**config.mk**
```make
export PLATFORM = sky130hd
export DESIGN_NAME = mpde_ctrl
export DESIGN_NICKNAME = d
export VERILOG_FILES = /design/src/design/mpde_pkg.sv /design/src/design/mpde_ctrl.sv
export SDC_FILE = /design/constraint.sdc
export NUM_CORES = 1
export LEC_CHECK = 0
export BUFFER_PORTS_ARGS = -buffer_cell sky130_fd_sc_hd__buf_4
export CAP_MARGIN = 0
export CORE_AREA = 8 8 45 47
export CTS_CLUSTER_SIZE = 20
export DETAILED_ROUTE_END_ITERATION = 7
export DIE_AREA = 0 0 53 55
export GPL_TIMING_DRIVEN = 0
export PLACE_DENSITY_LB_ADDON = 0.08
export RECOVER_POWER = 50
export SLEW_MARGIN = 20
export SYNTH_ARGS = -nofsm -noshare
export SYNTH_HDL_FRONTEND = slang
export SYNTH_SLANG_ARGS = --single-unit
```
**constraint.sdc**
```tcl
create_clock -name clk -period 1.48 [get_ports clk]
set_clock_uncertainty 0.15 [all_clocks]
set_input_delay 0.074 -clock clk [delete_from_list [all_inputs] [get_ports clk]]
set_output_delay 0.074 -clock clk [all_outputs]
set_load 0.05 [all_outputs]
```
**src/design/mpde_pkg.sv**
```systemverilog
package mpde_pkg;

  localparam int POS_W  = 12;
  localparam int VAL_W  = 16;
  localparam int DIST_W = 24;
  localparam int FRAC_W = 8;

  localparam logic [1:0] ACT_TGT   = 2'd0;
  localparam logic [1:0] ACT_SRC   = 2'd1;
  localparam logic [1:0] ACT_QUERY = 2'd2;

  localparam logic [1:0] PAIR_TS   = 2'd0;
  localparam logic [1:0] PAIR_TT   = 2'd1;
  localparam logic [1:0] PAIR_SS   = 2'd2;
  localparam logic [1:0] PAIR_NONE = 2'd3;

  localparam logic [1:0] ST_MEAN   = 2'd0;
  localparam logic [1:0] ST_CAND   = 2'd1;
  localparam logic [1:0] ST_CENTRE = 2'd2;
  localparam logic [1:0] ST_EMPTY  = 2'd3;

  typedef struct packed {
    logic [8:0]  size_x;
    logic [8:0]  size_y;
    logic [8:0]  size_z;
    logic [2:0]  channel_count;
    logic [2:0]  patch_radius;
    logic [15:0] max_distance;
  } cfg_t;

  typedef struct packed {
    logic [1:0]        action;
    logic [15:0]       voxel_address;
    logic signed [15:0] voxel_value;
    logic [1:0]        pair_select;
    logic [7:0]        centre_x;
    logic [7:0]        centre_y;
    logic [7:0]        centre_z;
    logic signed [9:0] cand_x;
    logic signed [9:0] cand_y;
    logic signed [9:0] cand_z;
  } item_t;

  typedef struct packed {
    logic       write_tgt;
    logic       write_src;
    logic       load_query;
    logic       issue_check;
    logic       walk_issue;
    logic       div_start;
    logic       res_load;
    logic [1:0] res_code;
  } cmd_t;

  typedef struct packed {
    logic pipe_empty;
    logic walk_last;
    logic cand_bad;
    logic cent_bad;
    logic count_zero;
    logic div_busy;
    logic div_done;
    logic out_free;
  } sts_t;

  function automatic logic [8:0] at_least_one(logic [8:0] v);
    return (v == 9'd0) ? 9'd1 : v;
  endfunction

  function automatic logic in_range(logic signed [POS_W-1:0] pos, logic [8:0] size);
    return !pos[POS_W-1] && (pos[POS_W-2:0] < (POS_W-1)'(size));
  endfunction

endpackage

```
**src/design/mpde_ctrl.sv**
```systemverilog
module mpde_ctrl (
  input  logic           clk,
  input  logic           rst,
  input  logic           s_tvalid,
  output logic           s_tready,
  input  logic [1:0]     action,
  input  logic [1:0]     pair_select,
  input  mpde_pkg::sts_t sts,
  output mpde_pkg::cmd_t cmd
);

  typedef enum logic [2:0] {
    S_IDLE,
    S_CHK_ISSUE,
    S_CHK_WAIT,
    S_WALK,
    S_DRAIN,
    S_DIV,
    S_RESULT
  } state_t;

  state_t     state, state_next;
  logic [1:0] code, code_next;
  logic       accept;

  assign s_tready = (state == S_IDLE);
  assign accept   = s_tvalid && s_tready;

  always_comb begin
    cmd        = '0;
    state_next = state;
    code_next  = code;
    cmd.res_code = code;
    unique case (state)
      S_IDLE: begin
        cmd.write_tgt  = accept && (action == mpde_pkg::ACT_TGT);
        cmd.write_src  = accept && (action == mpde_pkg::ACT_SRC);
        cmd.load_query = accept && (action == mpde_pkg::ACT_QUERY) &&
                         (pair_select != mpde_pkg::PAIR_NONE);
        if (cmd.load_query) state_next = S_CHK_ISSUE;
      end
      S_CHK_ISSUE: begin
        cmd.issue_check = 1'b1;
        state_next      = S_CHK_WAIT;
      end
      S_CHK_WAIT: begin
        if (sts.pipe_empty) begin
          if (sts.cand_bad) begin
            code_next  = mpde_pkg::ST_CAND;
            state_next = S_RESULT;
          end else if (sts.cent_bad) begin
            code_next  = mpde_pkg::ST_CENTRE;
            state_next = S_RESULT;
          end else begin
            state_next = S_WALK;
          end
        end
      end
      S_WALK: begin
        cmd.walk_issue = 1'b1;
        if (sts.walk_last) state_next = S_DRAIN;
      end
      S_DRAIN: begin
        if (sts.pipe_empty) begin
          if (sts.count_zero) begin
            code_next  = mpde_pkg::ST_EMPTY;
            state_next = S_RESULT;
          end else begin
            cmd.div_start = 1'b1;
            state_next    = S_DIV;
          end
        end
      end
      S_DIV: begin
        if (sts.div_done) begin
          code_next  = mpde_pkg::ST_MEAN;
          state_next = S_RESULT;
        end
      end
      S_RESULT: begin
        // hold until the output register is free
        if (sts.out_free) begin
          cmd.res_load = 1'b1;
          state_next   = S_IDLE;
        end
      end
      default: state_next = S_IDLE;
    endcase
  end

  always_ff @(posedge clk) begin
    if (rst) begin
      state <= S_IDLE;
      code  <= mpde_pkg::ST_MEAN;
    end else begin
      state <= state_next;
      code  <= code_next;
    end
  end

  a_idle_drained: assert property (@(posedge clk) disable iff (rst)
    s_tready |-> sts.pipe_empty && !sts.div_busy)
    else $error("input taken while datapath busy");

  a_div_free: assert property (@(posedge clk) disable iff (rst)
    cmd.div_start |-> !sts.div_busy)
    else $error("divider started while busy");

  a_walk_stops: assert property (@(posedge clk) disable iff (rst)
    cmd.walk_issue && sts.walk_last |=> !cmd.walk_issue)
    else $error("walk ran past last point");

  a_one_result: assert property (@(posedge clk) disable iff (rst)
    cmd.res_load |=> !cmd.res_load)
    else $error("two results loaded for one query");

endmodule

```
==> metrics.txt, run 1 <==
Total Routing Usage GR=11.4%; Flop pwr share=24.8%; Pins Over Slew Limit=0; hold path start=sts[5]; Yosys reg bits=5; status=complete, but fails checks; most frequent cells in the layout=23 x buf_4, 8 x buf_6, 5 x nand2_1, 5 x nor2_1, 4 x clkbuf_4; Leakage=0.393 nW; drt initial violations=10; share of cells above drive strength 1=61.2%; CP required=1.46 ns; Int Pwr=0.000391 W; core area=0.00138 mm^2; slew margin rel.=60.4%; reg-to-reg endpoint=code[1]; Final min period=1.54 ns; WL met1=717 um; mean post-synth cell area=7.70 um^2; io pins=25; Detailed Route WL=1.76 mm; hold depth=3; WL per Instance=14.8 um; Cells after Synth=65; routability cong.=0.818; sequential-to-total area share from yosys stat=20.0%; Sw Ratio=37.1%; Clock power frac=24.5%; commonest non-fill, non-tap cell in the layout=buf_4; Skew-Pair Late Insertion Delay=0.24 ns; R2R cell count=5; CTS H-tree lvls=1; Synth async-reset ratio=0%; Detailed Routing Iterations Pass 1=4; crit share post-route=104%; CP Launch Type=flip-flop; final worst setup slack=-0.0603 ns; Buffers on Ports=23; setup TNS=-0.136 ns; net count after synthesis=80; Pwr Density=665 mW/mm^2; met2 WL=910 um; initial antenna violation count=0; FP Rows=14; EDFF count, synth=0; vias in the first global route=612; die area=0.00292 mm^2; CTS tree=yes; area delta synth->final=87.0%; Initial Util=36.2%; Synth Flop Type=dfxtp_1; Clock Sinks=5; Max IR drop VDD=0.000500 V; GRT Residual Overflow=0; synthesized area=500 um^2; fill count=119; worst min path class=input pin to flip-flop; Arr. time, crit path=1.52 ns; Worst Setup Path Type=flip-flop to flip-flop; nets=119; failing checks=setup timing; Vias=649; max layer used=met4; Hold WS=0.126 ns; RSZ-0062 raised after global routing=true; FMAX=0.649 GHz; Vias per Instance=5.45; drt drc=0; post-DP HPWL=1.14 mm; first-pass GRT wire length=2.60 mm; Comb pwr share=50.7%; maximum number of pins on one net before global-route repair=11; die extent in y=55 um; YS warnings=0; Max clock buf depth=2; CTS Buf Count=3; CP Max Fanout=5; Yosys cell types=37; fin util=67.6%; max-capacitance violation count=0; Reg2Reg Setup Slack=-0.06 ns; multi-input logic area=425 um^2; antenna fix cells=0; CP Capture Type=flip-flop; Clock Tree Root=clkbuf_4; post-place setup slack=-0.0597 ns; Seq. cell area=106 um^2; actual slew at the worst max-slew pin=0.597 ns; Worst-path clk slew=0.04 ns; Design Power=0.000622 W; routed length on met3=114 um; final antenna-violating net count=0; Min-Delay Endpoint=code[1]; Setup-failing EPs final=4; Die W=53 um; worst flop-to-flop path startpoint=state[2]; switching pwr=0.000231 W; Final Hold Fails=0
synthesized netlist by cell type, drive strengths merged, types with 2 or more instances:
library cell | number | area [um^2]
nor3 | 6 | 35.0
o21ai | 2 | 10.0
buf | 5 | 40.0
nor2 | 7 | 26.3
inv | 4 | 15.0
or3b | 2 | 17.5
nand2b | 2 | 15.0
o22ai | 3 | 25.0
dfxtp | 5 | 100
a31oi | 2 | 12.5
a21oi | 3 | 18.8
nand2 | 6 | 22.5
power by group through the flow:
stage	Sequential, W	Clock [W]	Combinational [W]
after floorplan	0.000166	0	0.000152
after global placement	0.000153	0	0.000244
after detailed placement	0.000153	0	0.000243
after CTS	0.000152	0.000161	0.000270
after global routing	0.000155	0.000165	0.000333
final	0.000154	0.000152	0.000315
worst max-delay path, cell delays in order, from the launching register on:
cell	delay (ns)
dfxtp_2	0.33
buf_6	0.13
or3b_4	0.39
o22ai_4	0.18
a21oi_2	0.08
a31o_1	0.18
stage by stage:
| stage | cell area, um^2 | cells |
|---|---|---|
| after global routing | 936 | 119 |
| after CTS | 810 | 111 |
| after floorplan | 526 | 65 |
| after global placement | 718 | 104 |
| after detailed placement | 718 | 104 |
| final | 936 | 119 |
sequential cells by signal (all words and copies together), names as in the netlist:
register / cells
state: 3
code: 2
per-layer routing:
layer,vias up,GRT usage (%)
met3,4,1.87
met2,19,20.3
met5,-,0
met1,304,12.0
li1,322,-
met4,0,7.76
worst max-delay path by stage:
stage / cells after the start / endpoint / from / slack, ns
6_report: 5 / code[1] / state[2] / -0.06
3_5_place_dp: 5 / code[1] / state[2] / -0.06
5_1_grt: 5 / code[1] / state[2] / -0.1
3_3_place_gp: 5 / code[1] / state[2] / -0.05
4_1_cts: 4 / cmd[6] / state[2] / -0.04
2_1_floorplan: 3 / cmd[4] / state[2] / -0.38
kinds of logic (layout without fill, tap and decap cells):
logic type             Yosys count  after routing  synth area share, %
AO/OA/AOI/OAI                   20             20                 32.0
multiplexers                     1              1                 2.00
XOR/XNOR                         1              1                 1.75
buffers and inverters            9             47                 11.0
AND/OR/NAND/NOR                 29             29                 33.3
flip-flops                       5              5                 20.0
repair_timing:
action,in CTS,in global routing
endpoints found under the setup margin,7,10
pin swaps,3,4
gates resized for setup,12,20
hold endpoints to repair,3,0
hold buffers,1,0
cloned,0,1
setup buffers,2,7
final cells by class:
| type | count | area share (%) |
|---|---|---|
| repair buffers | 34 | 29.3 |
| inverters | 4 | 1.60 |
| flip-flops and latches | 5 | 11.4 |
| well taps | 16 | 2.14 |
| plain buffers | 5 | 7.35 |
| multi-input cells | 51 | 45.5 |
| clock buffers | 4 | 2.81 |
No activity file was read; power rests on OpenSTA's default activity.
==> inputs of run 2 (changes only) <==
--- a/config.mk
+++ b/config.mk
@@ -14,6 +14,7 @@
 export GPL_TIMING_DRIVEN = 0
 export PLACE_DENSITY_LB_ADDON = 0.08
 export RECOVER_POWER = 50
+export SETUP_SLACK_MARGIN = 0.5
 export SLEW_MARGIN = 20
 export SYNTH_ARGS = -nofsm -noshare
 export SYNTH_HDL_FRONTEND = slang
==> run 2 against run 1 <==
  * The run still ends with setup timing left
  * Clock-buffer cell count did not move
  * Sequential power hardly changed
  * Cell count down 1.7%
  * Critical path type is now flip-flop to output pin
  * Largest power group unchanged
==> metrics.txt, run 2 (synthesis results as in run 1) <==
CP Capture Type=output pin; setup TNS=-0.167 ns (-0.0305 ns); crit share post-route=103% (-1.4 points); switching pwr=0.000246 W (+6.4%); worst min path class=input pin to flip-flop; core area=0.00138 mm^2 (unchanged); Clock power frac=24.3% (-0.2 points); Arr. time, crit path=1.30 ns (-0.22 ns); FP Rows=14 (unchanged); Detailed Route WL=1.79 mm (+1.4%); io pins=25 (unchanged); most frequent cells in the layout=18 x buf_4, 9 x buf_6, 6 x nand2_1, 5 x buf_8, 5 x nor2_1; CP Max Fanout=10 (+5); drt drc=0 (unchanged); actual slew at the worst max-slew pin=0.605 ns (+0.00783 ns); Detailed Routing Iterations Pass 1=4 (unchanged); Max clock buf depth=2 (unchanged); CTS Buf Count=3 (unchanged); die area=0.00292 mm^2 (unchanged); CP Launch Type=flip-flop; initial antenna violation count=0 (unchanged); share of cells above drive strength 1=59.4% (-1.8 points); max-capacitance violation count=0 (unchanged); die extent in y=55 um (unchanged); first-pass GRT wire length=2.99 mm (+15%); CP required=1.26 ns (-0.20 ns); Skew-Pair Late Insertion Delay=0.24 ns (about the same); Leakage=0.382 nW (-2.7%); post-DP HPWL=1.23 mm (+8.0%); CTS tree=yes; Clock Sinks=5 (unchanged); flip-flop count of the largest register after layout=3 (unchanged); drt initial violations=5 (-5); Buffers on Ports=23 (unchanged); Vias per Instance=5.46 (+0.14%); Final Non-Filler Cells=117 (-1.7%); CTS H-tree lvls=1 (unchanged); Comb pwr share=52.1% (+1.4 points); failing checks=setup timing; Pins Over Slew Limit=0 (unchanged); RSZ-0062 raised after global routing=true; slew margin rel.=59.9% (-0.52 points); Die W=53 um (unchanged); Top reg by flops=state; Total Routing Usage GR=13.5% (+2.1 points); nets=117 (-1.7%); maximum number of pins on one net before global-route repair=11 (unchanged); Vias=639 (-1.5%); final antenna-violating net count=0 (unchanged); Initial Util=36.2% (unchanged); routability cong.=0.868 (+6.0%); fill count=119 (unchanged); fin util=70.3% (+2.6 points); WL per Instance=15.3 um (+3.2%); Sw Ratio=37.6% (+0.46 points); Final Hold Fails=0 (unchanged); Setup-failing EPs final=6 (+2); Int Pwr=0.000408 W (+4.3%); biggest registers after layout=state x3, code x2; area delta synth->final=94.2%; Final min period=1.52 ns (-0.0212 ns); Pwr Density=673 mW/mm^2 (+1.2%); Max IR drop VDD=0.000409 V (-18%); FMAX=0.658 GHz (+1.4%); status=complete, but fails checks; Inst Count DP=104 (unchanged); antenna fix cells=0 (unchanged); commonest non-fill, non-tap cell in the layout=buf_4; Flop pwr share=23.5% (-1.3 points); final worst setup slack=-0.0391 ns (+0.0212 ns); Clock Tree Root=clkbuf_4; vias in the first global route=693 (+13%); Worst Setup Path Type=flip-flop to output pin; GRT Residual Overflow=0 (unchanged); Worst-path clk slew=0.04 ns (about the same)
run 2: power groups by stage:
stage / combinational (W) / clock, W / sequential [W]
2_1_floorplan: 0.000170 / 0 / 0.000167
3_3_place_gp: 0.000261 / 0 / 0.000154
3_5_place_dp: 0.000262 / 0 / 0.000155
4_1_cts: 0.000336 / 0.000165 / 0.000154
5_1_grt: 0.000362 / 0.000176 / 0.000155
6_report: 0.000341 / 0.000159 / 0.000154
run 2: per-stage QoR:
step	setup slack, ns	hold WS, ns	instance area, um^2	total power (W)
floorplan	-0.141	-0.0143	582	0.000337
global placement	-0.0765	0.140	774	0.000415
detailed placement	-0.0836	0.142	774	0.000417
CTS	-0.0441	0.0569	965	0.000654
global route	-0.112	0.0888	972	0.000692
finish	-0.0391	0.0683	972	0.000654
run 2: worst max-delay path: stages, from the launching register on:
cell and delay, ns:
dfxtp_2 0.35, buf_8 0.16, nor3_4 0.14, and4b_4 0.26, buf_8 0.14
run 2: routing by layer:
layer | GRT usage [%] | part of all wire [%]
met5 | 0 | 0
met4 | 6.47 | 0.84
met3 | 5.61 | 10
met2 | 23.2 | 49
met1 | 13.9 | 40
run 2: final timing paths:
| kind | end | slack (ns) | startpoint | cells past startpoint |
|---|---|---|---|---|
| min reg2reg | code[0] | 0.43 | code[0] | 3 |
| max | cmd[7] | -0.04 | state[0] | 4 |
| min | state[0] | 0.07 | rst | 3 |
| max reg2reg | code[1] | -0.04 | state[2] | 5 |
run 2: repair_timing:
item,4_1_cts,5_1_grt
buffers inserted,7,1
hold buffers,1,0
hold endpoints to repair,3,0
gates resized for setup,25,6
pin swaps,9,8
endpoints found under the setup margin,15,15
run 2: layout make-up:
class	count	area [um^2]	area share, %
inverter	4	20.0	2.06
sequential	5	105	10.8
tap	16	20.0	2.06
clock buffer	4	26.3	2.70
multi-input combinational	51	448	46.1
buffer	5	63.8	6.56
timing repair buffer	32	289	29.7
